## src/design/srd_pkg.sv

```systemverilog
// ---------------------------------------------------------------------------
// srd_pkg
// Widths, codes and controller/datapath interface types of the sprite RLE
// decoder.
// ---------------------------------------------------------------------------
`default_nettype none

package srd_pkg;

  localparam int DATA_W      = 8;
  localparam int DIM_W       = 16;
  localparam int ROW_W       = 8;
  localparam int ADDR_W      = 24;
  localparam int CNT_W       = 5;
  localparam int CFG_INDEX_W = 1;
  localparam int CFG_DATA_W  = 16;
  localparam int OP_W        = 4;

  localparam int MAX_ROWS_DEFAULT = 200;

  localparam logic [DIM_W-1:0] DEFAULT_WIDTH_RESET  = 16'd320;
  localparam logic [DIM_W-1:0] DEFAULT_HEIGHT_RESET = 16'd200;

  // Row counter saturates here; no pixel is written on this row.
  localparam logic [ROW_W-1:0] ROW_SATURATED = 8'hFF;

  // Configuration register indexes.
  localparam logic [CFG_INDEX_W-1:0] REG_DEFAULT_WIDTH  = 1'b0;
  localparam logic [CFG_INDEX_W-1:0] REG_DEFAULT_HEIGHT = 1'b1;

  // Command byte type, bits 7..6.
  localparam logic [1:0] TYPE_FILL     = 2'b00;
  localparam logic [1:0] TYPE_LIT      = 2'b01;
  localparam logic [1:0] TYPE_SKIP_LIT = 2'b10;
  localparam logic [1:0] TYPE_EXT      = 2'b11;
  // In the extended type this bit selects a pure skip.
  localparam int SKIP_FLAG_BIT = 5;

  // Datapath operations issued when an item is accepted.
  localparam logic [OP_W-1:0] OP_NONE      = 4'd0;
  localparam logic [OP_W-1:0] OP_HDR0      = 4'd1;
  localparam logic [OP_W-1:0] OP_HDR1      = 4'd2;
  localparam logic [OP_W-1:0] OP_HDR2      = 4'd3;
  localparam logic [OP_W-1:0] OP_HDR3      = 4'd4;
  localparam logic [OP_W-1:0] OP_FINISH    = 4'd5;
  localparam logic [OP_W-1:0] OP_FILL_ZERO = 4'd6;
  localparam logic [OP_W-1:0] OP_FILL_ARM  = 4'd7;
  localparam logic [OP_W-1:0] OP_FILL_RUN  = 4'd8;
  localparam logic [OP_W-1:0] OP_SKIP_LIT  = 4'd9;
  localparam logic [OP_W-1:0] OP_SKIP      = 4'd10;
  localparam logic [OP_W-1:0] OP_LIT_ARM   = 4'd11;
  localparam logic [OP_W-1:0] OP_LIT_PIXEL = 4'd12;

  typedef struct packed {
    logic [OP_W-1:0] op;
    logic            restart;    // final byte of the stream: back to header
    logic            emit_step;  // one pixel of a write loop
    logic            skip_step;  // one pixel of a skip loop
  } dp_cmd_t;

  typedef struct packed {
    logic cmd_ok;     // a command byte may be decoded
    logic cnt_last;   // the loop is on its final pixel
    logic run_last;   // the literal run is on its final byte
    logic slot_free;  // the output register can take a pixel
  } dp_status_t;

  // Run length of a command byte: bits 5..2 plus one, 1 to 16.
  function automatic logic [CNT_W-1:0] run_count(input logic [DATA_W-1:0] b);
    return {1'b0, b[5:2]} + CNT_W'(1);
  endfunction

endpackage

`default_nettype wire

```

## src/design/srd_ctrl.sv

```systemverilog
// ---------------------------------------------------------------------------
// srd_ctrl
// Decode-phase state machine: takes stream items, decodes command bytes and
// sequences the pixel write and skip loops of the datapath.
// ---------------------------------------------------------------------------
`default_nettype none

module srd_ctrl import srd_pkg::*; (
  input  logic              clk,
  input  logic              rst,
  input  logic              byte_valid,
  output logic              byte_ready,
  input  logic [DATA_W-1:0] data_byte,
  input  logic              last_byte,
  output dp_cmd_t           cmd,
  input  dp_status_t        status
);

  localparam logic [3:0] S_HDR0 = 4'd0;
  localparam logic [3:0] S_HDR1 = 4'd1;
  localparam logic [3:0] S_HDR2 = 4'd2;
  localparam logic [3:0] S_HDR3 = 4'd3;
  localparam logic [3:0] S_CMD  = 4'd4;
  localparam logic [3:0] S_FILL = 4'd5;
  localparam logic [3:0] S_LIT  = 4'd6;
  localparam logic [3:0] S_EMIT = 4'd7;
  localparam logic [3:0] S_SKIP = 4'd8;

  logic [3:0] state, state_next;
  logic [3:0] ret_phase, ret_phase_next;
  logic       accept;

  assign byte_ready = state inside {[S_HDR0:S_LIT]};
  assign accept     = byte_valid && byte_ready;

  always_comb begin
    state_next     = state;
    ret_phase_next = ret_phase;
    cmd            = '{op: OP_NONE, restart: 1'b0, emit_step: 1'b0, skip_step: 1'b0};
    if (accept) begin
      cmd.restart = last_byte;
      case (state)
        S_HDR0: begin
          cmd.op     = OP_HDR0;
          state_next = S_HDR1;
        end
        S_HDR1: begin
          cmd.op     = OP_HDR1;
          state_next = S_HDR2;
        end
        S_HDR2: begin
          cmd.op     = OP_HDR2;
          state_next = S_HDR3;
        end
        S_HDR3: begin
          cmd.op     = OP_HDR3;
          state_next = S_CMD;
        end
        S_CMD: begin
          if (!status.cmd_ok) begin
            cmd.op     = OP_FINISH;
            state_next = S_CMD;
          end else begin
            case (data_byte[7:6])
              TYPE_FILL: begin
                if (last_byte) begin
                  cmd.op     = OP_FILL_ZERO;
                  state_next = S_EMIT;
                end else begin
                  cmd.op     = OP_FILL_ARM;
                  state_next = S_FILL;
                end
              end
              TYPE_SKIP_LIT: begin
                cmd.op         = OP_SKIP_LIT;
                state_next     = S_SKIP;
                ret_phase_next = S_LIT;
              end
              TYPE_EXT: begin
                if (data_byte[SKIP_FLAG_BIT]) begin
                  cmd.op         = OP_SKIP;
                  state_next     = S_SKIP;
                  ret_phase_next = S_CMD;
                end else begin
                  cmd.op     = OP_LIT_ARM;
                  state_next = S_LIT;
                end
              end
              default: begin
                cmd.op     = OP_LIT_ARM;
                state_next = S_LIT;
              end
            endcase
          end
        end
        S_FILL: begin
          cmd.op         = OP_FILL_RUN;
          state_next     = S_EMIT;
          ret_phase_next = S_CMD;
        end
        S_LIT: begin
          cmd.op         = OP_LIT_PIXEL;
          state_next     = S_EMIT;
          ret_phase_next = status.run_last ? S_CMD : S_LIT;
        end
        default: state_next = S_HDR0;
      endcase
      // The final byte still runs its loop, then the decoder waits for a header.
      if (last_byte) begin
        ret_phase_next = S_HDR0;
        if (!(state_next == S_EMIT || state_next == S_SKIP)) begin
          state_next = S_HDR0;
        end
      end
    end else begin
      case (state)
        S_HDR0, S_HDR1, S_HDR2, S_HDR3, S_CMD, S_FILL, S_LIT: begin
        end
        S_EMIT: begin
          cmd.emit_step = status.slot_free;
          if (status.slot_free && status.cnt_last) begin
            state_next = ret_phase;
          end
        end
        S_SKIP: begin
          cmd.skip_step = 1'b1;
          if (status.cnt_last) begin
            state_next = ret_phase;
          end
        end
        default: state_next = S_HDR0;
      endcase
    end
  end

  always_ff @(posedge clk) begin
    if (rst) begin
      state     <= S_HDR0;
      ret_phase <= S_HDR0;
    end else begin
      state     <= state_next;
      ret_phase <= ret_phase_next;
    end
  end

endmodule

`default_nettype wire

```

## src/design/srd_datapath.sv

```systemverilog
// ---------------------------------------------------------------------------
// srd_datapath
// Image geometry, pixel position tracking, run counters and the output
// register of the sprite RLE decoder.
// ---------------------------------------------------------------------------
`default_nettype none

module srd_datapath import srd_pkg::*; #(
  parameter int MAX_ROWS = MAX_ROWS_DEFAULT
) (
  input  logic                   clk,
  input  logic                   rst,
  input  logic                   cfg_write,
  input  logic [CFG_INDEX_W-1:0] cfg_index,
  input  logic [CFG_DATA_W-1:0]  cfg_data,
  input  logic [DATA_W-1:0]      data_byte,
  input  dp_cmd_t                cmd,
  output dp_status_t             status,
  output logic                   pixel_valid,
  input  logic                   pixel_ready,
  output logic [ADDR_W-1:0]      pixel_address,
  output logic [DATA_W-1:0]      pixel_value,
  output logic                   last_of_run
);

  logic [DIM_W-1:0]  default_width, default_height;
  logic [DIM_W-1:0]  image_width, image_height;
  logic [DIM_W-1:0]  column_count;
  logic [ROW_W-1:0]  row_count;
  logic [ADDR_W-1:0] row_base;   // row_count * image_width, modulo the address space
  logic [CNT_W-1:0]  run_remaining;
  logic [CNT_W-1:0]  pending_fill_count;
  logic              stream_finished;
  logic [CNT_W-1:0]  step_count;
  logic [DATA_W-1:0] pixel_data;

  logic [CNT_W-1:0]  count;
  logic [DIM_W:0]    col_inc;
  logic              wrap, row_ok, row_move;
  logic [DIM_W-1:0]  column_next;
  logic [ROW_W-1:0]  row_next;
  logic [ADDR_W-1:0] row_base_next;
  logic              writable, next_writable;
  logic              advance, load_out;
  logic [DIM_W-1:0]  height_cand;

  assign count       = run_count(data_byte);
  assign col_inc     = {1'b0, column_count} + (DIM_W+1)'(1);
  assign wrap        = col_inc >= {1'b0, image_width};
  assign row_ok      = row_count != ROW_SATURATED;
  assign row_move    = wrap && row_ok;
  assign column_next = wrap ? '0 : col_inc[DIM_W-1:0];
  assign row_next    = row_move ? row_count + ROW_W'(1) : row_count;
  assign row_base_next = row_move ?
                         row_base + {{(ADDR_W-DIM_W){1'b0}}, image_width} : row_base;

  assign writable = ({{(DIM_W-ROW_W){1'b0}}, row_count} < image_height) &&
                    (column_count < image_width) && row_ok;
  assign next_writable = ({{(DIM_W-ROW_W){1'b0}}, row_next} < image_height) &&
                         (column_next < image_width) && (row_next != ROW_SATURATED);

  assign advance  = cmd.emit_step || cmd.skip_step;
  assign load_out = cmd.emit_step && writable;

  assign height_cand = {data_byte, image_height[DATA_W-1:0]};

  assign status.cmd_ok = !stream_finished &&
                         ({{(DIM_W-ROW_W){1'b0}}, row_count} < image_height) &&
                         (row_count < ROW_W'(MAX_ROWS));
  assign status.cnt_last  = step_count == CNT_W'(1);
  assign status.run_last  = run_remaining == CNT_W'(1);
  assign status.slot_free = !pixel_valid || pixel_ready;

  always_ff @(posedge clk) begin
    if (rst) begin
      default_width      <= DEFAULT_WIDTH_RESET;
      default_height     <= DEFAULT_HEIGHT_RESET;
      image_width        <= '0;
      image_height       <= '0;
      column_count       <= '0;
      row_count          <= '0;
      row_base           <= '0;
      run_remaining      <= '0;
      pending_fill_count <= '0;
      stream_finished    <= 1'b0;
      pixel_valid        <= 1'b0;
    end else begin
      if (cfg_write) begin
        case (cfg_index)
          REG_DEFAULT_WIDTH:  default_width  <= cfg_data;
          REG_DEFAULT_HEIGHT: default_height <= cfg_data;
          default: ;
        endcase
      end

      if (advance) begin
        column_count <= column_next;
        row_count    <= row_next;
        row_base     <= row_base_next;
      end

      case (cmd.op)
        OP_HDR0: image_width <= {{(DIM_W-DATA_W){1'b0}}, data_byte};
        OP_HDR1: image_width[DIM_W-1:DATA_W] <= data_byte;
        OP_HDR2: image_height <= {{(DIM_W-DATA_W){1'b0}}, data_byte};
        OP_HDR3: begin
          if (image_width == '0 || height_cand == '0) begin
            image_width  <= default_width;
            image_height <= default_height;
          end else begin
            image_height <= height_cand;
          end
          column_count <= '0;
          row_count    <= '0;
          row_base     <= '0;
        end
        default: ;
      endcase

      // The final byte of the stream drops any run in progress.
      if (cmd.restart) begin
        stream_finished    <= 1'b0;
        run_remaining      <= '0;
        pending_fill_count <= '0;
      end else begin
        case (cmd.op)
          OP_HDR3:     stream_finished    <= 1'b0;
          OP_FINISH:   stream_finished    <= 1'b1;
          OP_FILL_ARM: pending_fill_count <= count;
          OP_FILL_RUN: pending_fill_count <= '0;
          OP_SKIP_LIT, OP_LIT_ARM: run_remaining <= count;
          OP_LIT_PIXEL: begin
            if (run_remaining != '0) begin
              run_remaining <= run_remaining - CNT_W'(1);
            end
          end
          default: ;
        endcase
      end

      if (load_out) begin
        pixel_valid <= 1'b1;
      end else if (pixel_ready) begin
        pixel_valid <= 1'b0;
      end
    end
  end

  // Loop counter, pixel byte of the loop and output payload.
  always_ff @(posedge clk) begin
    case (cmd.op)
      OP_FILL_ZERO: begin
        step_count <= count;
        pixel_data <= '0;
      end
      OP_FILL_RUN: begin
        step_count <= pending_fill_count;
        pixel_data <= data_byte;
      end
      OP_SKIP_LIT, OP_SKIP: step_count <= count;
      OP_LIT_PIXEL: begin
        step_count <= CNT_W'(1);
        pixel_data <= data_byte;
      end
      default: begin
        if (advance) begin
          step_count <= step_count - CNT_W'(1);
        end
      end
    endcase

    if (load_out) begin
      pixel_address <= row_base + {{(ADDR_W-DIM_W){1'b0}}, column_count};
      pixel_value   <= pixel_data;
      // Written pixels form a prefix of the loop, so the last write is the
      // final pixel or the one whose successor falls outside the image.
      last_of_run   <= status.cnt_last || !next_writable;
    end
  end

endmodule

`default_nettype wire

```

## src/design/sprite_rle_decoder.sv

```systemverilog
// ---------------------------------------------------------------------------
// sprite_rle_decoder
// Byte-serial run-length image decoder that turns a compressed stream into
// (linear address, value) pixel writes.
// ---------------------------------------------------------------------------
//
//   Channel   Direction  Handshake                  Payload
//   stream    in         byte_valid / byte_ready    data_byte, last_byte
//   pixels    out        pixel_valid / pixel_ready  pixel_address, pixel_value,
//                                                   last_of_run
//   config    in         cfg_write (no wait)        cfg_index, cfg_data
//
// Header bytes, command bytes that only arm a run, and discarded bytes are
// taken with no loop. A fill data byte starts a write loop over the pixels
// of its run, a literal byte writes one pixel, and a skip command starts a
// loop over the skipped pixels; the stream input is not ready while a loop
// runs. The pixel write loop goes one pixel per cycle; a stalled output
// register holds that loop. Reset needs no clearing pass.
// The output register lets the next item be accepted while the last pixel of
// the previous run still waits to be taken.
//
`default_nettype none

module sprite_rle_decoder import srd_pkg::*; #(
  parameter int MAX_ROWS = MAX_ROWS_DEFAULT
) (
  input  logic                   clk,
  input  logic                   rst,
  // Configuration write port.
  input  logic                   cfg_write,
  input  logic [CFG_INDEX_W-1:0] cfg_index,
  input  logic [CFG_DATA_W-1:0]  cfg_data,
  // Compressed stream, one byte per item.
  input  logic                   byte_valid,
  output logic                   byte_ready,
  input  logic [DATA_W-1:0]      data_byte,
  input  logic                   last_byte,
  // Pixel writes, one per item.
  output logic                   pixel_valid,
  input  logic                   pixel_ready,
  output logic [ADDR_W-1:0]      pixel_address,
  output logic [DATA_W-1:0]      pixel_value,
  output logic                   last_of_run
);

  // The controller holds the decode phase and sequences the run loops; the
  // datapath holds geometry, position and counters and reports status back.
  dp_cmd_t    cmd;
  dp_status_t status;

  srd_ctrl u_ctrl (
    .clk        (clk),
    .rst        (rst),
    .byte_valid (byte_valid),
    .byte_ready (byte_ready),
    .data_byte  (data_byte),
    .last_byte  (last_byte),
    .cmd        (cmd),
    .status     (status)
  );

  // The linear address is kept as a running row base plus the column, so no
  // multiplier is needed: each row wrap adds the width once.
  srd_datapath #(
    .MAX_ROWS (MAX_ROWS)
  ) u_datapath (
    .clk           (clk),
    .rst           (rst),
    .cfg_write     (cfg_write),
    .cfg_index     (cfg_index),
    .cfg_data      (cfg_data),
    .data_byte     (data_byte),
    .cmd           (cmd),
    .status        (status),
    .pixel_valid   (pixel_valid),
    .pixel_ready   (pixel_ready),
    .pixel_address (pixel_address),
    .pixel_value   (pixel_value),
    .last_of_run   (last_of_run)
  );

endmodule

`default_nettype wire

```

## config.mk

```make
export PLATFORM = sky130hd
export DESIGN_NAME = sprite_rle_decoder
export DESIGN_NICKNAME = d
export VERILOG_FILES = /design/src/design/srd_pkg.sv /design/src/design/srd_ctrl.sv /design/src/design/srd_datapath.sv /design/src/design/sprite_rle_decoder.sv
export SDC_FILE = /design/constraint.sdc
export NUM_CORES = 1
export LEC_CHECK = 0
export ABC_AREA = 1
export BUFFER_PORTS_ARGS = -buffer_cell sky130_fd_sc_hd__buf_2
export CORE_ASPECT_RATIO = 0.9
export CORE_MARGIN = 1.5
export CORE_UTILIZATION = 51
export CTS_BUF_LIST = sky130_fd_sc_hd__clkbuf_16
export CTS_CLUSTER_SIZE = 20
export DETAILED_ROUTE_END_ITERATION = 16
export HOLD_SLACK_MARGIN = 0.1
export PLACE_DENSITY_LB_ADDON = 0.1
export SKIP_CTS_REPAIR_TIMING = 1
export SYNTH_ARGS = -nofsm -noshare
export SYNTH_HDL_FRONTEND = slang
export SYNTH_SLANG_ARGS = --single-unit
```

## constraint.sdc

```tcl
create_clock -name clk -period 4.5 [get_ports clk]
set_input_delay 0.9 -clock clk [delete_from_list [all_inputs] [get_ports clk]]
set_output_delay 0.9 -clock clk [all_outputs]
set_load 0.01 [all_outputs]
```

==> Yosys cells after proc, flatten, opt, wreduce, memory -nomap -nowiden <==
Index checks and enable logic that the tools add are counted.
{ "totals": {"reg_bits": 178, "in_bits": 31, "output_inout_bits": 35} }
{ "classes": {"eq_ne": 36, "add_sub_neg": 7, "order_cmp": 8, "bitwise": 1, "n_reduce_logical": 50, "muxes": 43} }
{ "op_table": {"columns": ["op", "count"], "rows": [
  ["$add A24 B16 Y24", 2],
  ["$mux W16", 3],
  ["$mux W4", 12],
  ["$pmux W4 S3", 4],
  ["$eq A4 B3 Y1 const B", 9],
  ["$logic_not A16 Y1", 2],
  ["$lt A16 B16 Y1", 2],
  ["$lt A8 B16 Y1", 2],
  ["$pmux W16 S2", 1],
  ["$pmux W8 S2", 2],
  ["$eq A4 B4 Y1 const B", 7],
  ["$pmux W4 S7", 1],
  ["$pmux W4 S6", 1],
  ["$pmux W8 S3", 1],
  ["$pmux W5 S2", 2],
  ["$add A16 B1 Y17 const B", 1],
  ["$ge A17 B16 Y1", 1],
  ["$eq A4 B2 Y1 const B", 4],
  ["$ne A8 B8 Y1 const B", 2],
  ["$mux W5", 3],
  ["$pmux W5 S3", 1],
  ["$reduce_and A2 Y1", 7],
  ["$reduce_bool A2 Y1", 7],
  ["$logic_and A1 B1 Y1", 11],
  ["other kinds (31)", 57]
]} }

==> Depth between registers and ports, before layout <==
{ "depth": {"depth_word": 11, "depth_mapped": 33, "ltp_nobuf": 33} }

==> Modules after synthesis <==
Synthesis repeated with hierarchy kept, for this count alone.
{ "hier_totals": {"hier_cells": 1439, "area_unflattened_um2": 10955.5} }
{ "by_module_without_submodules": {"columns": ["module", "n_inst", "cells_per_inst", "area_per_inst_um2"], "rows": [
  ["srd_datapath", 1, 1324, 10316.1],
  ["srd_ctrl", 1, 115, 639.4]
]} }

==> Worst setup path after synthesis <==
No wires, ideal clock.
{ "synth_path": {"path_type": "register to register", "start": "register u_datapath.column_count[0]", "end": "register u_datapath.last_of_run (data pin)", "arrival_ns": 3.977, "path_slack_ns": 0.269, "setup_time_ns": 0.254, "stages_incl_launch_ff": 29, "path_cell_list": "dfxtp_1 > ha_1 > nand3_1 > nor3_4 > inv_1 > nor3_1 > nand3_1 > nor2_1 > xor2_1 > inv_1 > ha_1 > nand2_1 > nor3b_1 > a31oi_1 > o21a_1 > nand2_2 > buf_4 > inv_1 > nand2_1 > inv_1 > ha_1 > nand2_1 > nor2_1 > a211oi_1 > o21ai_0 > a31oi_1 > nand2_1 > a21oi_1 > nand2_1"} }
{ "synth_between": {"elab_cells_between_ends": 12} }
{ "synth_lines": {"columns": ["item", "line_no", "source"], "rows": [
  ["start: declaration", "srd_datapath.sv:28", "logic [DIM_W-1:0] column_count;"],
  ["start signal: assignment", "srd_datapath.sv:97", "column_count <= column_next;"],
  ["$add A16 B1 Y17 *", "srd_datapath.sv:48", "assign col_inc = {1'b0, column_count} + (DIM_W+1)'(1);"],
  ["$ge A17 B16 Y1", "srd_datapath.sv:49", "assign wrap = col_inc >= {1'b0, image_width};"],
  ["$mux W16 *", "srd_datapath.sv:52", "assign column_next = wrap ? '0 : col_inc[DIM_W-1:0];"],
  ["net u_datapath.column_next[11]", "srd_datapath.sv:40", "logic [DIM_W-1:0] column_next;"],
  ["$lt A16 B16 Y1 *", "srd_datapath.sv:60", "(column_next < image_width) && (row_next != ROW_SATURATED);"],
  ["$logic_and A1 B1 Y1 *", "srd_datapath.sv:59", "assign next_writable = ({{(DIM_W-ROW_W){1'b0}}, row_next} < image_height) &&"],
  ["$logic_and A1 B1 Y1 *", "srd_datapath.sv:60", null],
  ["$logic_not A1 Y1 *", "srd_datapath.sv:177", "last_of_run <= status.cnt_last || !next_writable;"],
  ["$logic_or A1 B1 Y1 *", "srd_datapath.sv:177", null],
  ["end signal: assignment", "srd_datapath.sv:177", null],
  ["end: declaration", "srd_datapath.sv:23", "output logic last_of_run"]
]} }
The timed path passes the listed nets; every way through them passes the cells marked *.
A chain may end at the register's enable or synchronous reset.

==> Worst setup path in the final report <==
{ "layout_path": {"start": "register u_datapath.column_count[1]", "end": "register u_datapath.last_of_run (data pin)"} }
Same word-level chain as after synthesis.

==> impl_metrics.json <==
{
  "status": "completed",
  "ant_nets": 0,
  "syn_avg_cell_area_um2": 7.34,
  "rrSetupSlack_ns": 0.19,
  "crit_required_ns": 4.71,
  "antenna_cells": 0,
  "die_h_um": 144,
  "fp-row-count": 51,
  "grt_overflow_total": 0,
  "grt_max_degree": 57,
  "area_growth_pct": 11.5,
  "cts-root-buf": "clkbuf_16",
  "worstSetupPathType": "flip-flop to flip-flop",
  "gp_congestion": 0.884,
  "timing.rr.start": "u_datapath.column_count[1]",
  "design.portCount": 66,
  "initial_core_util": 0.521,
  "period_needed_ns": 4.31,
  "end_kind": "flip-flop",
  "maxCapViolations": 0,
  "insertion_delay_ns": 0.45,
  "cts_sinks": 176,
  "dp_hpwl_um": 21600,
  "start_kind": "flip-flop",
  "fin_crit_sh": 0.958,
  "wl_per_cell_um": 14.9,
  "path_clk_slew_ns": 0.08,
  "grt_pass1_wl_um": 46700,
  "arrival_ns": 4.52,
  "setup_violations": 0,
  "dieWidth_um": 160,
  "maxSlewViolCount": 0,
  "holdPathStages": 0,
  "skew_ns": 0.00967,
  "cp_max_fo": 6,
  "design_area_um2": 12600,
  "setup_tns_ns": 0,
  "antenna_found_initial": 0,
  "yosysTopAreaCell": "dfxtp_1",
  "ir_worst_vdd_v": 0.000203,
  "synth_cells": 1534,
  "htreeDepth": 4,
  "hold_start": "u_datapath.pixel_data[2]",
  "vias_per_cell": 5.25,
  "hp-class": "flip-flop to flip-flop",
  "timing.rr.end": "u_datapath.last_of_run",
  "yosysSeqAreaShare": 0.354,
  "synth-edff-count": 46,
  "leakagePower_nw": 5.76,
  "grt_pass1_vias": 9425,
  "fin_nets": 1730,
  "first_pass_iters": 5,
  "hold_end": "u_datapath.pixel_value[2]",
  "core-area_um2": 21600,
  "grt_use_total": 0.256,
  "ys_types": 52,
  "fmaxAchievable_ghz": 0.232,
  "syn_area_um2": 11300,
  "numPortBuffers": 65,
  "ys.warnings.count": 0,
  "rr_worst_depth": 27,
  "async_flop_share": 0,
  "drive_above_1_share": 0.109,
  "max_slew_margin": 0.551,
  "cts_tree": "done",
  "netlist.area_leader.share": 0.231,
  "totalWireLength_um": 28400,
  "cts-buffers-inserted": 17,
  "fillers": 2081,
  "drt_iter0_markers": 882,
  "clockBufferDepth": 2,
  "worst_pin_slew_ns": 0.671,
  "synthTopCellsByArea": "dfxtp_1, nand2_1, edfxtp_1",
  "vias": 9970,
  "ys_seq_elements": 176,
  "power_density_nw_per_um2": 320,
  "die_area_um2": 23000,
  "post-route-drc-count": 0,
  "place_area_um2": 11800,
  "synth_flop_cell": "dfxtp_1",
  "syn_nets": 1669,
  "hold_viol_final": 0
}
==> layer usage <==
metal | GRT usage | part of all wire | vias up
li1 | - | - | 5189
met2 | 0.453 | 0.47 | 259
met4 | 0.0641 | 0.018 | 0
met1 | 0.329 | 0.46 | 4481
met3 | 0.0396 | 0.044 | 41
met5 | 0 | 0 | -
==> sequential cells by signal, summed over array words and instances (netlist names), 8 cells and up <==
signal,count
u_datapath.pixel_address,24
u_datapath.row_base,24
u_datapath.pixel_data,8
u_datapath.column_count,16
u_datapath.pixel_value,8
u_datapath.image_width,16
u_datapath.row_count,8
u_datapath.image_height,16
u_datapath.default_width,16
u_datapath.default_height,16
==> metrics by stage <==
| stage | total power, mW | instances | util | hold slack [ns] | setup WS (ns) |
|---|---|---|---|---|---|
| 3_5_place_dp | 2.51 | 1861 | 0.546 | 0.408 | 0.0536 |
| 4_1_cts | 4.02 | 1893 | 0.575 | 0.425 | 0.0168 |
| 2_1_floorplan | 2.32 | 1534 | - | 0.400 | 0.269 |
| 5_1_grt | 4.23 | 1899 | 0.581 | 0.441 | -0.206 |
| 6_report | 4.02 | 1899 | 0.581 | 0.426 | 0.189 |
| 3_3_place_gp | 2.49 | 1861 | 0.546 | 0.401 | 0.231 |
==> worst max-delay path by stage <==
stage	start	endpoint	slack, ns	depth (start not counted)
CTS	u_datapath.column_count[0]	u_datapath.last_of_run	0.02	27
global route	u_datapath.column_count[1]	u_datapath.last_of_run	-0.21	27
detailed placement	u_datapath.column_count[0]	u_datapath.last_of_run	0.05	27
global placement	u_datapath.column_count[0]	u_datapath.last_of_run	0.23	27
finish	u_datapath.column_count[1]	u_datapath.last_of_run	0.19	27
floorplan	u_datapath.column_count[0]	u_datapath.last_of_run	0.27	28
==> critical path, cell delays in order, from the launching register on <==
cell        delay (ns)
dfxtp_4           0.38
ha_4              0.14
nand3_2           0.11
nor3_4            0.27
inv_1             0.08
nor3_2            0.19
nand3_1           0.13
nor2_2            0.14
xor2_1            0.22
inv_1             0.07
ha_1              0.29
nand2_1           0.09
nor3b_2           0.19
a31oi_1           0.10
o21a_1            0.13
nand2_2           0.12
clkinvlp_4        0.16
nand2_2           0.10
inv_1             0.04
ha_1              0.32
nand2_1           0.10
nor2_1            0.07
a211oi_2          0.16
o21ai_1           0.08
a31oi_1           0.13
nand2_1           0.08
a21oi_2           0.11
nand2_1           0.06
==> final cells by class <==
| class | count | area [µm²] | share of cell area |
|---|---|---|---|
| Clock inverter | 15 | 188 | 0.0149 |
| Inverter | 179 | 686 | 0.0546 |
| Sequential cell | 176 | 3990 | 0.318 |
| Timing Repair Buffer | 82 | 460 | 0.0367 |
| Multi-Input combinational cell | 1139 | 6440 | 0.513 |
| Clock buffer | 17 | 425 | 0.0339 |
| Tap cell | 291 | 364 | 0.0290 |
==> cells in the final DEF (no fill, tap or decap), drive strengths merged, types with 40 or more instances in the layout <==
master | synthesis | layout
inv | 178 | 184
dfxtp | 130 | 130
nand3 | 72 | 72
nand2 | 386 | 386
a21oi | 129 | 129
buf | 19 | 82
ha | 102 | 102
edfxtp | 46 | 46
xor2 | 40 | 40
o21ai | 87 | 87
nor2 | 187 | 187
==> report_power, final <==
group	switching (mW)	total, mW	internal (mW)
Sequential	0.0566	1.73	1.67
Combinational	0.509	0.770	0.261
Clock	0.765	1.52	0.758
==> synthesized netlist by cell type, types with 12 or more instances <==
master    instances
nand4_1          21
ha_1            102
edfxtp_1         46
clkbuf_1         21
inv_1           163
a211oi_1         16
xor2_1           40
xnor2_1          18
nand2_1         369
dfxtp_1         130
o21ai_0          78
nor3_1           13
o211ai_1         16
nor4_1           12
inv_2            13
nor2_1          180
nand3_1          70
a21oi_1         128
==> kinds of logic (layout without fill, tap and decap cells) <==
logic type	count (synthesis)	in the layout	synth area share
AO/OA/AOI/OAI	276	276	0.135
buffers and inverters	219	293	0.0812
adder cells (fa/ha/maj)	104	104	0.117
flip-flops	176	176	0.354
XOR/XNOR	58	58	0.0451
AND/OR/NAND/NOR	701	701	0.268
Power figures use the tool's default switching activity.
